===== src/hdl/mrt_pkg.sv =====
package mrt_pkg;

   typedef enum logic [1:0] {
      ACT_ADD        = 2'd0,
      ACT_FIND_NUM   = 2'd1,
      ACT_FIND_RANGE = 2'd2,
      ACT_NONE       = 2'd3
   } action_type;

   typedef enum logic [1:0] {
      ST_OK        = 2'd0,
      ST_EXISTS    = 2'd1,
      ST_FULL      = 2'd2,
      ST_NOT_FOUND = 2'd3
   } status_type;

   typedef enum logic [1:0] {
      S_IDLE,
      S_PICK,
      S_RESULT
   } back_state_type;

   typedef struct packed {
      logic [1:0]  action;
      logic [31:0] region_number;
      logic [63:0] region_length;
      logic [63:0] physical_base;
      logic [31:0] access_flags;
      logic [63:0] query_offset;
      logic [63:0] query_length;
   } req_type;

   typedef struct packed {
      logic [1:0]  status;
      logic [31:0] found_number;
      logic [63:0] found_length;
      logic [63:0] found_physical;
      logic [31:0] found_flags;
      logic [63:0] found_offset;
   } rsp_type;

   // Classified command as it travels from the front end to the table engine.
   typedef struct packed {
      action_type  op;
      logic [31:0] number;
      logic [63:0] length;
      logic [63:0] physical;
      logic [31:0] flags;
      logic [63:0] query_offset;
      logic [63:0] query_end;
      logic [63:0] span;
   } cmd_type;

   typedef struct packed {
      logic [31:0] number;
      logic [63:0] length;
      logic [63:0] physical;
      logic [31:0] flags;
      logic [63:0] offset;
   } payload_type;

endpackage


===== src/hdl/mrt_front.sv =====
module mrt_front #(
   parameter int PAGE_BYTES = 4096
) (
   input  logic             req_valid,
   output logic             req_stall,
   input  mrt_pkg::req_type req_data,
   input  logic             q_full,
   output logic             q_push,
   output mrt_pkg::cmd_type q_cmd
);
   import mrt_pkg::*;

   // PAGE_BYTES is to be a power of two (the block does not enforce it), so rounding up is an add and a mask.
   localparam logic [63:0] PAGE_MASK = 64'(PAGE_BYTES - 1);

   assign req_stall = q_full;
   assign q_push    = req_valid && !q_full;

   always_comb begin
      q_cmd.op           = action_type'(req_data.action);
      q_cmd.number       = req_data.region_number;
      q_cmd.length       = req_data.region_length;
      q_cmd.physical     = req_data.physical_base;
      q_cmd.flags        = req_data.access_flags;
      q_cmd.query_offset = req_data.query_offset;
      q_cmd.query_end    = req_data.query_offset + req_data.query_length;
      q_cmd.span         = (req_data.region_length + PAGE_MASK) & ~PAGE_MASK;
   end

endmodule


===== config.mk =====
export PLATFORM = sky130hd
export DESIGN_NAME = mrt_front
export DESIGN_NICKNAME = d
export VERILOG_FILES = /design/src/hdl/mrt_pkg.sv /design/src/hdl/mrt_front.sv
export SDC_FILE = /design/constraint.sdc
export NUM_CORES = 1
export LEC_CHECK = 0
export BUFFER_PORTS_ARGS = -buffer_cell sky130_fd_sc_hd__buf_2
export CORE_AREA = 10 10 267 269
export DETAILED_ROUTE_END_ITERATION = 7
export DIE_AREA = 0 0 277 279
export PLACE_DENSITY_LB_ADDON = 0.15
export SYNTH_ARGS = -nofsm -noshare
export SYNTH_HDL_FRONTEND = slang
export SYNTH_SLANG_ARGS = --single-unit

===== constraint.sdc =====
create_clock -name vclk -period 8.7
set_input_delay 0.87 -clock vclk [all_inputs]
set_output_delay 0.87 -clock vclk [all_outputs]
set_load 0.01 [all_outputs]

**Word-level counts from Yosys, hierarchy flattened**

Index checks and enable logic that the tools add are counted.

- $add $sub $neg: 2
- Reductions and logical operators: 2

Operator list:

| kind | count |
|---|---|
| adder 64 x 12 -> 64 bit (second input constant) | 1 |
| adder 64 bit | 1 |
| logical AND 1 bit | 1 |
| zero test 1 bit | 1 |

- Register bits: 0
- Bits of input ports: 324
- Output and inout port bits: 388

**Logic depth before layout (Yosys ltp)**

- Depth after elaboration: 2
- Mapped depth: 11
- Depth with buffers taken out: 11

**Least setup slack after synthesis**

No wires, ideal clock.

- Path kind: input to output
- Start: input port req_data[0] (netlist name)
- End: output port q_cmd[96] (netlist name)
- Data arrival time: 3322 ps
- Required time: 7830 ps
- Slack: 4508 ps
- Cell stages on the path: 11
- Path buffers: 0
- Path through: ha_1 -> fa_1 -> a211oi_1 -> o21a_1 -> a211oi_2 -> nor4_1 -> nor2_1 -> a31oi_1 -> o21ai_0 -> a21oi_1 -> xnor2_1

RTL lines:

| item | RTL line | source |
|---|---|---|
| start, declared | mrt_front.sv:6 | `input mrt_pkg::req_type req_data,` |
| end, declared | mrt_front.sv:9 | `output mrt_pkg::cmd_type q_cmd` |

==> metrics.cfg <==
[yosys]
yosys.area_share.xor_xnor_pct = 14.7
ys_seq_area_share_pct = 0
synth_top_area_cell = buf_4
yosys.area_share.simple_pct = 18.1
yosysMostFrequentCell = buf_4
syn_avg_cell_area_um2 = 7.00
postSynthCellCount = 960
synth_compound_area_share_pct = 22.1
synth_area_leaders = buf_4, ha_1, xnor2_1
synthMuxAreaShare_pct = 0.149
yosysUniqueCellTypes = 62
syn-cell-area_um2 = 6720
synth_top_family_by_area = buffers and inverters
synthAdderAreaFrac_pct = 12.0
synth_commonest_cells = buf_4, a21oi_1, xnor2_1
ys_warn_count = 0
synthDominantCellAreaShare_pct = 30.4

[drt]
first_iter_violations = 334
viasPerCell = 3.57
antenna_left = 0
wl_per_cell_um = 20.4
num_vias = 7062
drt-total-wl_um = 40400
dr.pass1.iters = 4
drc = 0

[layout]
drive_gt1_share_pct = 41.2
seq_area_um2 = 0
nClkBuffers = 0
final_util_pct = 12.1
nNetsFinal = 1502
finalNonFillerCells = 1978
seq_cells = 0
area_growth_syn_to_layout_pct = 17.6
final_cell_area_um2 = 7910

[min_path]
hold_path_end = q_cmd[201]
hold_start = req_data[137]
hold_depth = 0
hold_path_class = input port to output pin

[grt]
grt_usage_pct = 9.61
grt_pass1_wl_um = 56100
grt_pass1_vias = 7480
antenna_found_initial = 11
grt_start_max_net_pins = 13
grt-ovfl-total = 0

[critical_path]
end_kind = output pin
arrival_ns = 4.63
start_kind = input port
crit_type = input port to output pin
required_ns = 7.83
critPathMaxFanout = 4

[power]
total_power_mw = 0.631
peakVddDrop_uv = 24.8
p_int_mw = 0.238
combPwrFrac_pct = 100.0
netSwitchingPower_mw = 0.393
p_seq_share_pct = 0
p_per_area_nw_per_um2 = 79.8
swShare_pct = 62.3
leakagePower_nw = 3.72
clkPwrFrac_pct = 0

[die]
dieHeight_um = 279
fp.dieArea_um2 = 77300
row_count = 94
die_w_um = 277
core-area_um2 = 65600
ioPinCount = 712
start_util_pct = 10.2

[timing]
layout_min_cycle_time_ns = 5.50
setup_violations = 0
rsz0062_at_grt = no
fin_tns_setup_ns = 0
period_share_pct = 63.2
max_freq_mhz = 182
whs_ns = 1.74
final_max_slew_viol_count = 0
hold_viol = 0
setup_ws_ns = 3.20
tightest_slew_ns = 0.957
maxSlewHeadroom_pct = 35.7

[placed_design]
dp_cells = 1976
dp_hpwl_um = 37600
post-place-ws_ns = 3.25
gp_congestion = 0.810
io_buffers = 440
place_area_um2 = 7910

[clock_network]
cts_hold_buf = 0
post_cts.repair.setup_buffers = 0
cts_resized = 0

[status]
status = complete, no violations

[flow_run]
max_cap_violations = 0

-- critical path, stage by stage --
cell and delay (ns):
buf_2 0.12, ha_1 0.23, fa_1 0.27, a211oi_1 0.09, o21a_1 0.27, a211oi_2 0.41
nor2_1 0.12, o31ai_1 0.82, a311oi_1 0.45, nor4b_1 0.51, nor3_1 0.12, xnor2_1 0.16
buf_2 0.17
-- cells by family (layout without fill, tap and decap cells) --
family | count (synthesis) | in the layout
multiplexers | 1 | 1
buffers and inverters | 315 | 456
AO/OA/AOI/OAI | 229 | 229
XOR/XNOR | 113 | 113
other | 1 | 14
AND/OR/NAND/NOR | 237 | 237
adder cells (fa/ha/maj) | 64 | 64
-- area by class of cell --
cell class / instances / area, um^2
Timing Repair Buffer: 441 / 2210
Multi-Input combinational cell: 656 / 4560
Antenna cell: 2 / 5.00
Inverter: 15 / 56.3
Tap cell: 864 / 1080
Fill cell: 7751 / 57700
-- layout by cell type, fill, tap and decap left out, types with 2 or more instances in the layout --
master,n
a21o_1,37
inv_1,15
nor2_2,2
conb_1,12
nor2b_1,8
nand3_1,31
xor2_1,39
nand2b_1,4
ha_1,63
and4_1,6
diode_2,2
a211oi_1,6
a21oi_1,79
buf_2,440
o21ai_1,4
o211ai_1,6
or2_2,2
o21ai_0,32
a211oi_2,2
a21boi_0,5
nand2_1,68
o31ai_1,4
nor4_1,8
a31oi_1,6
a311oi_1,2
nor2_1,44
a221o_1,3
nor3_1,11
and2_1,5
nand4_1,30
nor4b_1,2
xnor2_1,74
o21bai_1,16
and3_1,7
o21a_1,12
-- metal layers --
layer,routed length [um],vias to the layer above,GRT usage [%],part of all wire (%)
met1,18000,3310,12.4,44
met5,12,-,0,0.030
li1,-,3388,-,-
met2,18500,308,15.5,46
met4,873,2,1.90,2.2
met3,3090,54,3.09,7.7
-- worst max path at each step --
stage                       startpoint    endpoint  slack, ns  cells after the start
after CTS                 req_data[64]  q_cmd[124]       3.23                     13
after detailed placement  req_data[64]  q_cmd[124]       3.25                     13
after global routing      req_data[64]  q_cmd[124]       2.96                     13
after global placement    req_data[64]   q_cmd[96]       3.27                     13
after floorplan            req_data[0]   q_cmd[96]       4.51                     11
final                     req_data[64]  q_cmd[124]       3.20                     13
-- power by group through the flow --
stage	clock (mW)	sequential, mW	combinational (mW)
2_1_floorplan	0	0	0.431
3_3_place_gp	0	0	0.651
3_5_place_dp	0	0	0.646
4_1_cts	0	0	0.649
5_1_grt	0.0000000309	0	0.696
6_report	0.0000000310	0	0.631
Power figures use the tool's default switching activity.
