$ cat src/hdl/mrt_pkg.sv
package mrt_pkg;

   typedef enum logic [1:0] {
      ACT_ADD        = 2'd0,
      ACT_FIND_NUM   = 2'd1,
      ACT_FIND_RANGE = 2'd2,
      ACT_NONE       = 2'd3
   } action_type;

   typedef enum logic [1:0] {
      ST_OK        = 2'd0,
      ST_EXISTS    = 2'd1,
      ST_FULL      = 2'd2,
      ST_NOT_FOUND = 2'd3
   } status_type;

   typedef enum logic [1:0] {
      S_IDLE,
      S_PICK,
      S_RESULT
   } back_state_type;

   typedef struct packed {
      logic [1:0]  action;
      logic [31:0] region_number;
      logic [63:0] region_length;
      logic [63:0] physical_base;
      logic [31:0] access_flags;
      logic [63:0] query_offset;
      logic [63:0] query_length;
   } req_type;

   typedef struct packed {
      logic [1:0]  status;
      logic [31:0] found_number;
      logic [63:0] found_length;
      logic [63:0] found_physical;
      logic [31:0] found_flags;
      logic [63:0] found_offset;
   } rsp_type;

   // Classified command as it travels from the front end to the table engine.
   typedef struct packed {
      action_type  op;
      logic [31:0] number;
      logic [63:0] length;
      logic [63:0] physical;
      logic [31:0] flags;
      logic [63:0] query_offset;
      logic [63:0] query_end;
      logic [63:0] span;
   } cmd_type;

   typedef struct packed {
      logic [31:0] number;
      logic [63:0] length;
      logic [63:0] physical;
      logic [31:0] flags;
      logic [63:0] offset;
   } payload_type;

endpackage

$ cat src/hdl/mrt_queue.sv
module mrt_queue (
   input  logic             clock,
   input  logic             reset,
   input  logic             push,
   input  mrt_pkg::cmd_type push_cmd,
   output logic             full,
   input  logic             pop,
   output logic             empty,
   output mrt_pkg::cmd_type head
);
   import mrt_pkg::*;

   cmd_type    slot_ff [2];
   logic       wr_ptr_ff, wr_ptr_in;
   logic       rd_ptr_ff, rd_ptr_in;
   logic [1:0] count_ff, count_in;

   assign full  = (count_ff == 2'd2);
   assign empty = (count_ff == 2'd0);
   assign head  = slot_ff[rd_ptr_ff];

   always_comb begin
      wr_ptr_in = push ? ~wr_ptr_ff : wr_ptr_ff;
      rd_ptr_in = pop ? ~rd_ptr_ff : rd_ptr_ff;
      count_in  = count_ff + {1'b0, push} - {1'b0, pop};
   end

   always_ff @(posedge clock) begin
      if (reset) begin
         wr_ptr_ff <= 1'b0;
         rd_ptr_ff <= 1'b0;
         count_ff  <= 2'd0;
      end else begin
         wr_ptr_ff <= wr_ptr_in;
         rd_ptr_ff <= rd_ptr_in;
         count_ff  <= count_in;
      end
   end

   always_ff @(posedge clock) begin
      if (push) begin
         slot_ff[wr_ptr_ff] <= push_cmd;
      end
   end

endmodule

$ cat config.mk
export PLATFORM = sky130hd
export DESIGN_NAME = mrt_queue
export DESIGN_NICKNAME = d
export VERILOG_FILES = /design/src/hdl/mrt_pkg.sv /design/src/hdl/mrt_queue.sv
export SDC_FILE = /design/constraint.sdc
export NUM_CORES = 1
export LEC_CHECK = 0
export BUFFER_PORTS_ARGS = -buffer_cell sky130_fd_sc_hd__buf_2
export CORE_AREA = 10 10 293 295
export DETAILED_ROUTE_END_ITERATION = 7
export DIE_AREA = 0 0 303 305
export GPL_TIMING_DRIVEN = 1
export HOLD_SLACK_MARGIN = 0.02
export PLACE_DENSITY_LB_ADDON = 0.1
export SLEW_MARGIN = 20
export SYNTH_ARGS = -nofsm -noshare
export SYNTH_HDL_FRONTEND = slang
export SYNTH_SLANG_ARGS = --single-unit
$ cat constraint.sdc
create_clock -name clock -period 29.2 [get_ports clock]
set_input_delay 0 -clock clock [delete_from_list [all_inputs] [get_ports clock]]
set_output_delay 0 -clock clock [all_outputs]
set_load 0.02 [all_outputs]
==> Word level (Yosys, flattened, before mapping) <==
Memory sizes are Yosys's and may differ from the RTL's. A register that Yosys moved wholly into a read port is not among the register bits.
Cells that the tools add are included.
{ "op_classes": {"n_bitwise": 2, "n_eq_ne": 1, "reduce_logical": 1, "mux": 4, "addsub": 2} }
{ "ops": {"columns": ["operator", "n"], "rows": [
  ["1-bit two-way mux", 4],
  ["2-bit by 1-bit adder with 2-bit output", 1],
  ["2-bit equality test (second input constant)", 1],
  ["2-bit zero test", 1],
  ["1-bit inverter", 2],
  ["2-bit by 1-bit subtractor with 2-bit output", 1]
]} }
{ "totals": {"mem_bits_rw": 772, "ff_bits": 4, "mem_count": 1, "inputBits": 390, "out_inout_bits": 388, "elab_cells": 14} }
{ "mem_list": {"columns": ["name", "words", "word_bits", "rd", "rd_clocked_by_memory_dff", "wr", "line", "source"], "rows": [
  ["slot_ff", 2, 386, 1, 1, 1, "mrt_queue.sv:13", "cmd_type slot_ff [2];"]
]} }

==> Depth between registers and ports, before layout <==
Gate-level depths: netlist of run 1.
{ "depth": {"ltp_word": 3, "mapped_depth": 6, "mapped_depth_nobuf": 6} }

==> Worst setup path before layout of run 1 <==
OpenSTA, ideal clock, no wires.
{ "synth_timing": {"path_kind": "register -> register", "startpoint": "register wr_ptr_ff", "endpoint": "memory slot_ff[0][0] in the netlist's numbering, enable pin", "arrival_ps": 17319, "required_ps": 28011, "setup_time_ps": 1189, "n_path_buf": 0, "path_slack_ps": 10692, "stages_incl_launch_ff": 2, "synth_period_minus_slack_ps": 18508, "path_cell_list": "dfxtp_1 nor2b_1"} }
{ "synth_lines": {"columns": ["element", "line", "source"], "rows": [
  ["start, declared", "mrt_queue.sv:14", "logic wr_ptr_ff, wr_ptr_in;"],
  ["start signal, assigned", "mrt_queue.sv:34", "wr_ptr_ff <= wr_ptr_in;"],
  ["end, declared", "mrt_queue.sv:13", null]
]} }
Straight into the memory's write port.

==> Final worst setup path of run 1 <==
{ "layout_timing": {"startpoint": "register wr_ptr_ff", "endpoint": "memory slot_ff[0][173] in the netlist's numbering, enable pin"} }
Straight into the memory's write port.

==> results of run 1 <==
-- where the power goes --
part / switching [mW] / internal (mW) / leakage (nW)
Combinational: 0.221 / 0.156 / 6.29
Clock: 0.413 / 0.578 / 1.25
Sequential: 0.0153 / 1.30 / 7.29
-- sequential cells by signal, summed over array words and instances (netlist names), named ones only --
register   count
count_ff       2
rd_ptr_ff      1
slot_ff      772
wr_ptr_ff      1
-- layer usage --
| metal | wire [um] | part of all wire |
|---|---|---|
| met1 | 27600 | 0.34 |
| met2 | 43600 | 0.54 |
| met3 | 5980 | 0.074 |
| met4 | 3140 | 0.039 |
| met5 | 23 | 0.00029 |
-- repair_timing --
item | 4_1_cts | 5_1_grt
endpoints found under the hold margin | 800 | 0
hold buffers | 390 | 0
setup buffers | 0 | 0
-- synth_stat cells, drive strengths merged --
| master | n | share of area |
|---|---|---|
| nor2b | 3 | 0.00067 |
| and2 | 1 | 0.00022 |
| inv | 2 | 0.00027 |
| dfxtp | 5 | 0.0035 |
| nor2 | 5 | 0.00067 |
| ha | 2 | 0.00089 |
| buf | 43 | 0.016 |
| xnor3 | 1 | 0.00080 |
| xnor2 | 2 | 0.00062 |
| edfxtp | 772 | 0.82 |
| mux2 | 386 | 0.15 |
-- critical path: cells and delay by family (launching register included) --
family / cells / cell delay, ns
flops: 1 / 0.35
simple gates: 1 / 0.11
buf+inv: 4 / 3.10
-- cells by family (layout without fill, tap and decap cells) --
group | after synthesis | after routing | share of synthesized area
simple gates | 9 | 9 | 0.00155
mux | 386 | 386 | 0.154
other cells | 0 | 3 | 0
buf+inv | 45 | 1333 | 0.0165
xor+xnor | 3 | 3 | 0.00142
fa+ha+maj | 2 | 2 | 0.000887
flops | 777 | 777 | 0.825
-- through the flow --
stage               power (mW)  cell area [um^2]  std cells  utilization  hold slack [ns]
floorplan                 1.58             28200       1222            -           0.0716
global placement          1.68             33100       3027        0.414            0.187
detailed placement        1.68             33100       3027        0.414            0.191
CTS                       2.73             39600       3568        0.495           0.0434
global route              2.80             39600       3573        0.496           0.0751
finish                    2.69             39600       3573        0.496            0.110
-- layout by cell type (no fill, tap or decap), drive strengths merged, types with 3 or more instances in the layout --
cell type	netlist	routed
nor2	5	5
clkinv	0	39
edfxtp	772	772
mux2	386	386
dlygate4sd3	0	390
diode	0	3
bufinv	0	5
buf	43	790
clkbuf	0	107
nor2b	3	3
dfxtp	5	5
-- how the worst max path moves through the flow --
stage                                      start                        end  slack (ns)  cells after the start
final                     wr_ptr_ff$_SDFFE_PP0P_  slot_ff[0][173]$_DFFE_PP_       25.09                      5
after detailed placement  wr_ptr_ff$_SDFFE_PP0P_  slot_ff[0][309]$_DFFE_PP_       25.03                      5
after global placement    wr_ptr_ff$_SDFFE_PP0P_    slot_ff[0][0]$_DFFE_PP_       24.98                      5
after global routing      wr_ptr_ff$_SDFFE_PP0P_  slot_ff[0][191]$_DFFE_PP_       24.83                      5
after CTS                 wr_ptr_ff$_SDFFE_PP0P_  slot_ff[0][191]$_DFFE_PP_       25.01                      5
after floorplan           wr_ptr_ff$_SDFFE_PP0P_    slot_ff[0][0]$_DFFE_PP_       10.69                      1
-- final cells by class --
cell class	count	area (um^2)
inverter	2	7.51
tap	1060	1330
clock buffer	107	2210
fill	6866	40300
antenna	3	7.51
sequential	777	23300
multi-input combinational	400	4470
clock inverter	44	360
timing repair buffer	1180	7980
==> impl_metrics.ini, run 1 <==
[status]
outcome = completed

[sta]
worstMarginPinSlew_ns = 1.02
finalSetupTns_ns = 0
setup_violations = 0
fin_ws_ns = 25.09
grt_setup_unrepaired = false
hold_viol_final = 0
min_period_ns = 4.11
slew_violations = 0
finalClockSkew_ns = 0.0163
post-route-period-util = 0.141
slew_headroom = 0.319
fmax_ghz = 0.243

[die]
die_area_um2 = 92400
start_util = 0.353
core_area_um2 = 79900
die_h_um = 305
ios = 778
rows = 104
die_x_um = 303

[final_layout]
area_growth_pct = 40.5
layout-drive-gt1-share = 0.512
nets = 2837

[min_path]
hold_depth = 2
hold_start = push_cmd[81]
holdCritPathClass = in -> reg
min_to = slot_ff[1][81]$_DFFE_PP_

[grt]
grt_use_met3 = 0.0513
gr-total-overflow = 0
top_usage_layer = met2
grt_antenna_before_repair = 6
use_met2 = 0.309
grt_max_degree = 169
grt_pass1_vias = 17800
met1_usage = 0.170
grtUsageTotal = 0.167
grt_pass1_wl_um = 115000

[setup_path]
cpPeakStageDelay_ns = 0.92
path_max_fanout = 69
crit_type = reg -> reg
worstSetupEndpointType = flip-flop
crit_chain = nor2b_4 > buf_4 > buf_4 > buf_4 > buf_4
rr_worst_depth = 5
rr_startpoint = wr_ptr_ff$_SDFFE_PP0P_
crit_slowest_cell = buf_4
arrival_ns = 4.34
r2r_end = slot_ff[0][173]$_DFFE_PP_
worst_path_most_repeated_cell = buf_4
startpoint_type = flip-flop
required_ns = 29.43
rrSetupSlack_ns = 25.09

[logic_synthesis]
synth_area_per_cell_um2 = 23.1
syn-cell-area_um2 = 28200
seq_area_frac_synth = 0.825
yosys_warnings = 0
synth_cells = 1222
synth_cell_types = 12
ys_ff_latch = 777
synth_nets = 1614

[routing]
wirelength_um = 80300
initialDrtViolationCount = 791
antenna_left = 0
num_vias = 16100
firstDrtPassIters = 5
wl_per_cell_um = 22.5
vias_per_cell = 4.49
drc = 0

[cts]
cts_resized = 0
clock_path_buffers = 3
clk_pin_slew_worst_paths_ns = 0.06
cts_tree = done
cts_buffers = 84
ctsRootBufferMaster = clkbuf_16
clkLatencyLatePin_ns = 0.62
clock_sinks = 777
htree_levels = 3

[place]
dp_hpwl_um = 56200
port_buffers = 777
dp_slack_ns = 25.03
place_congestion = 0.778

[power_and_ir_drop]
irDropWorstVdd_mv = 0.0462
leakage_nw = 14.8
power_density_nw_per_um2 = 67.8

[job]
maxCapViolations = 0
No activity file was read; power rests on OpenSTA's default activity.
==> inputs of run 2 (changes only) <==
Clock period 29.2 ns to 3.51 ns, I/O delays scaled along.
==> impl_metrics.ini, run 2 (same netlist as run 1, synthesis figures left out) <==
[status]
outcome = completed

[final_layout]
fin_area_um2 = 39700
final_cell_mix = 777 x buf_2, 772 x edfxtp_1, 390 x dlygate4sd3_1
top_register = slot_ff
layout-drive-gt1-share = 0.516
area_growth_pct = 40.9
largest_reg_flops = 772
layout_commonest_cell = buf_2
nets = 2854
top_regs = slot_ff (772), count_ff (2)
n_fill_cell = 6782

[job]
maxCapViolations = 0

[cts]
clk_pin_slew_worst_paths_ns = 0.06
cts_setup_buffers = 0
cts_resized = 0
clkLatencyLatePin_ns = 0.62
clock_sinks = 777
htree_levels = 3
ctsRootBufferMaster = clkbuf_16
cts_tree = done
clock_path_buffers = 3
cts_buffers = 82

[min_path]
holdCritPathClass = in -> reg
hold_start = push_cmd[236]

[place]
dp_hpwl_um = 61200
port_buffers = 777
dpl-instance-area_um2 = 33400
place_congestion = 0.827

[grt]
grt_max_degree = 97
gr-total-overflow = 0
grt_pass1_vias = 18000
grt_antenna_before_repair = 11
grtUsageTotal = 0.175
grt_pass1_wl_um = 120000

[setup_path]
arrival_ns = 2.58
startpoint_type = flip-flop
rr_startpoint = wr_ptr_ff$_SDFFE_PP0P_
path_max_fanout = 83
crit_type = reg -> out
cpPeakStageDelay_ns = 0.79
crit_chain = buf_12 > mux2_2 > buf_2
crit_slowest_cell = dfxtp_4
required_ns = 3.51
worstSetupEndpointType = primary output

[die]
die_h_um = 305
ios = 778
die_area_um2 = 92400
core_area_um2 = 79900
start_util = 0.353
rows = 104
die_x_um = 303

[routing]
wirelength_um = 84000
num_vias = 16100
initialDrtViolationCount = 788
wl_per_cell_um = 23.4
vias_per_cell = 4.50
drc = 0
antenna_left = 0
firstDrtPassIters = 6

[sta]
hold_viol_final = 0
slew_headroom = 0.485
finalClockSkew_ns = 0.0222
setup_violations = 0
fmax_ghz = 0.388
worstMarginPinSlew_ns = 0.773
post-route-period-util = 0.734
grt_setup_unrepaired = false
min_period_ns = 2.58
slew_violations = 0
worst_hold_slack_ns = 0.105

[power_and_ir_drop]
p_comb_frac = 0.144
p_int_mw = 16.8
clkPwrFrac = 0.360
seq_power_share = 0.496
irDropWorstVdd_mv = 0.475
power_density_nw_per_um2 = 558
p_sw_mw = 5.41
leakage_nw = 14.9
netSwitchingFraction = 0.244
-- run 2: cell count changes in the layout (fill, tap and decap cells not counted), sizes merged --
cell	previous run	this run
buf	790	809
clkinv	39	23
diode	3	9
inv	2	6
bufinv	5	2
clkbuf	107	110
clkinvlp	0	1
-- run 2: cell type report --
type                            count  area (um^2)  area share
Timing Repair Buffer             1199         8200       0.206
Antenna cell                        9         22.5    0.000567
Inverter                            2         7.51    0.000189
Multi-Input combinational cell    400         4470       0.112
Tap cell                         1060         1330      0.0334
Clock buffer                      110         2220      0.0559
Clock inverter                     30          223     0.00560
Sequential cell                   777        23300       0.586
-- run 2: power by group through the flow --
stage	logic, mW	registers [mW]	clock network, mW
2_1_floorplan	1.69	11.2	0
3_3_place_gp	2.86	11.2	0
3_5_place_dp	2.87	11.2	0
4_1_cts	3.28	11.0	8.24
5_1_grt	3.40	11.0	8.58
6_report	3.19	11.0	7.98
-- run 2: timing repair --
item	4_1_cts	5_1_grt
endpoints found under the hold margin	784	0
endpoints found under the setup margin	0	0
hold buffers	390	0
-- run 2: stage by stage --
stage	TNS [ns]	util	total power [mW]	instances	setup slack (ns)
floorplan	-1917.52	-	12.9	1222	-2.94
global placement	0	0.418	14.0	3048	1.51
detailed placement	0	0.418	14.1	3048	1.48
CTS	0	0.497	22.5	3578	0.821
global route	0	0.497	23.0	3586	0.780
finish	0	0.497	22.2	3587	0.934
-- run 2: worst max-delay path, delay by kind of cell, from the launching register on --
kind / cells / cell delay (ns)
muxes: 1 / 0.43
buffers and inverters: 2 / 0.64
DFF: 1 / 0.79
-- run 2: per-layer routing --
| layer | vias to the layer above | wire (um) | global-route usage |
|---|---|---|---|
| met2 | 539 | 45900 | 0.325 |
| li1 | 7407 | - | - |
| met3 | 134 | 6380 | 0.0531 |
| met5 | - | 13 | 0 |
| met4 | 2 | 2740 | 0.0676 |
| met1 | 8066 | 29000 | 0.180 |
-- run 2: final timing paths --
kind,endpoint,slack [ns],cells past startpoint
hold / removal,slot_ff[1][236]$_DFFE_PP_,0.10,2
setup reg to reg,slot_ff[1][103]$_DFFE_PP_,1.56,2
setup / recovery,head[208],0.93,3
hold reg to reg,rd_ptr_ff$_SDFFE_PP0P_,0.52,2
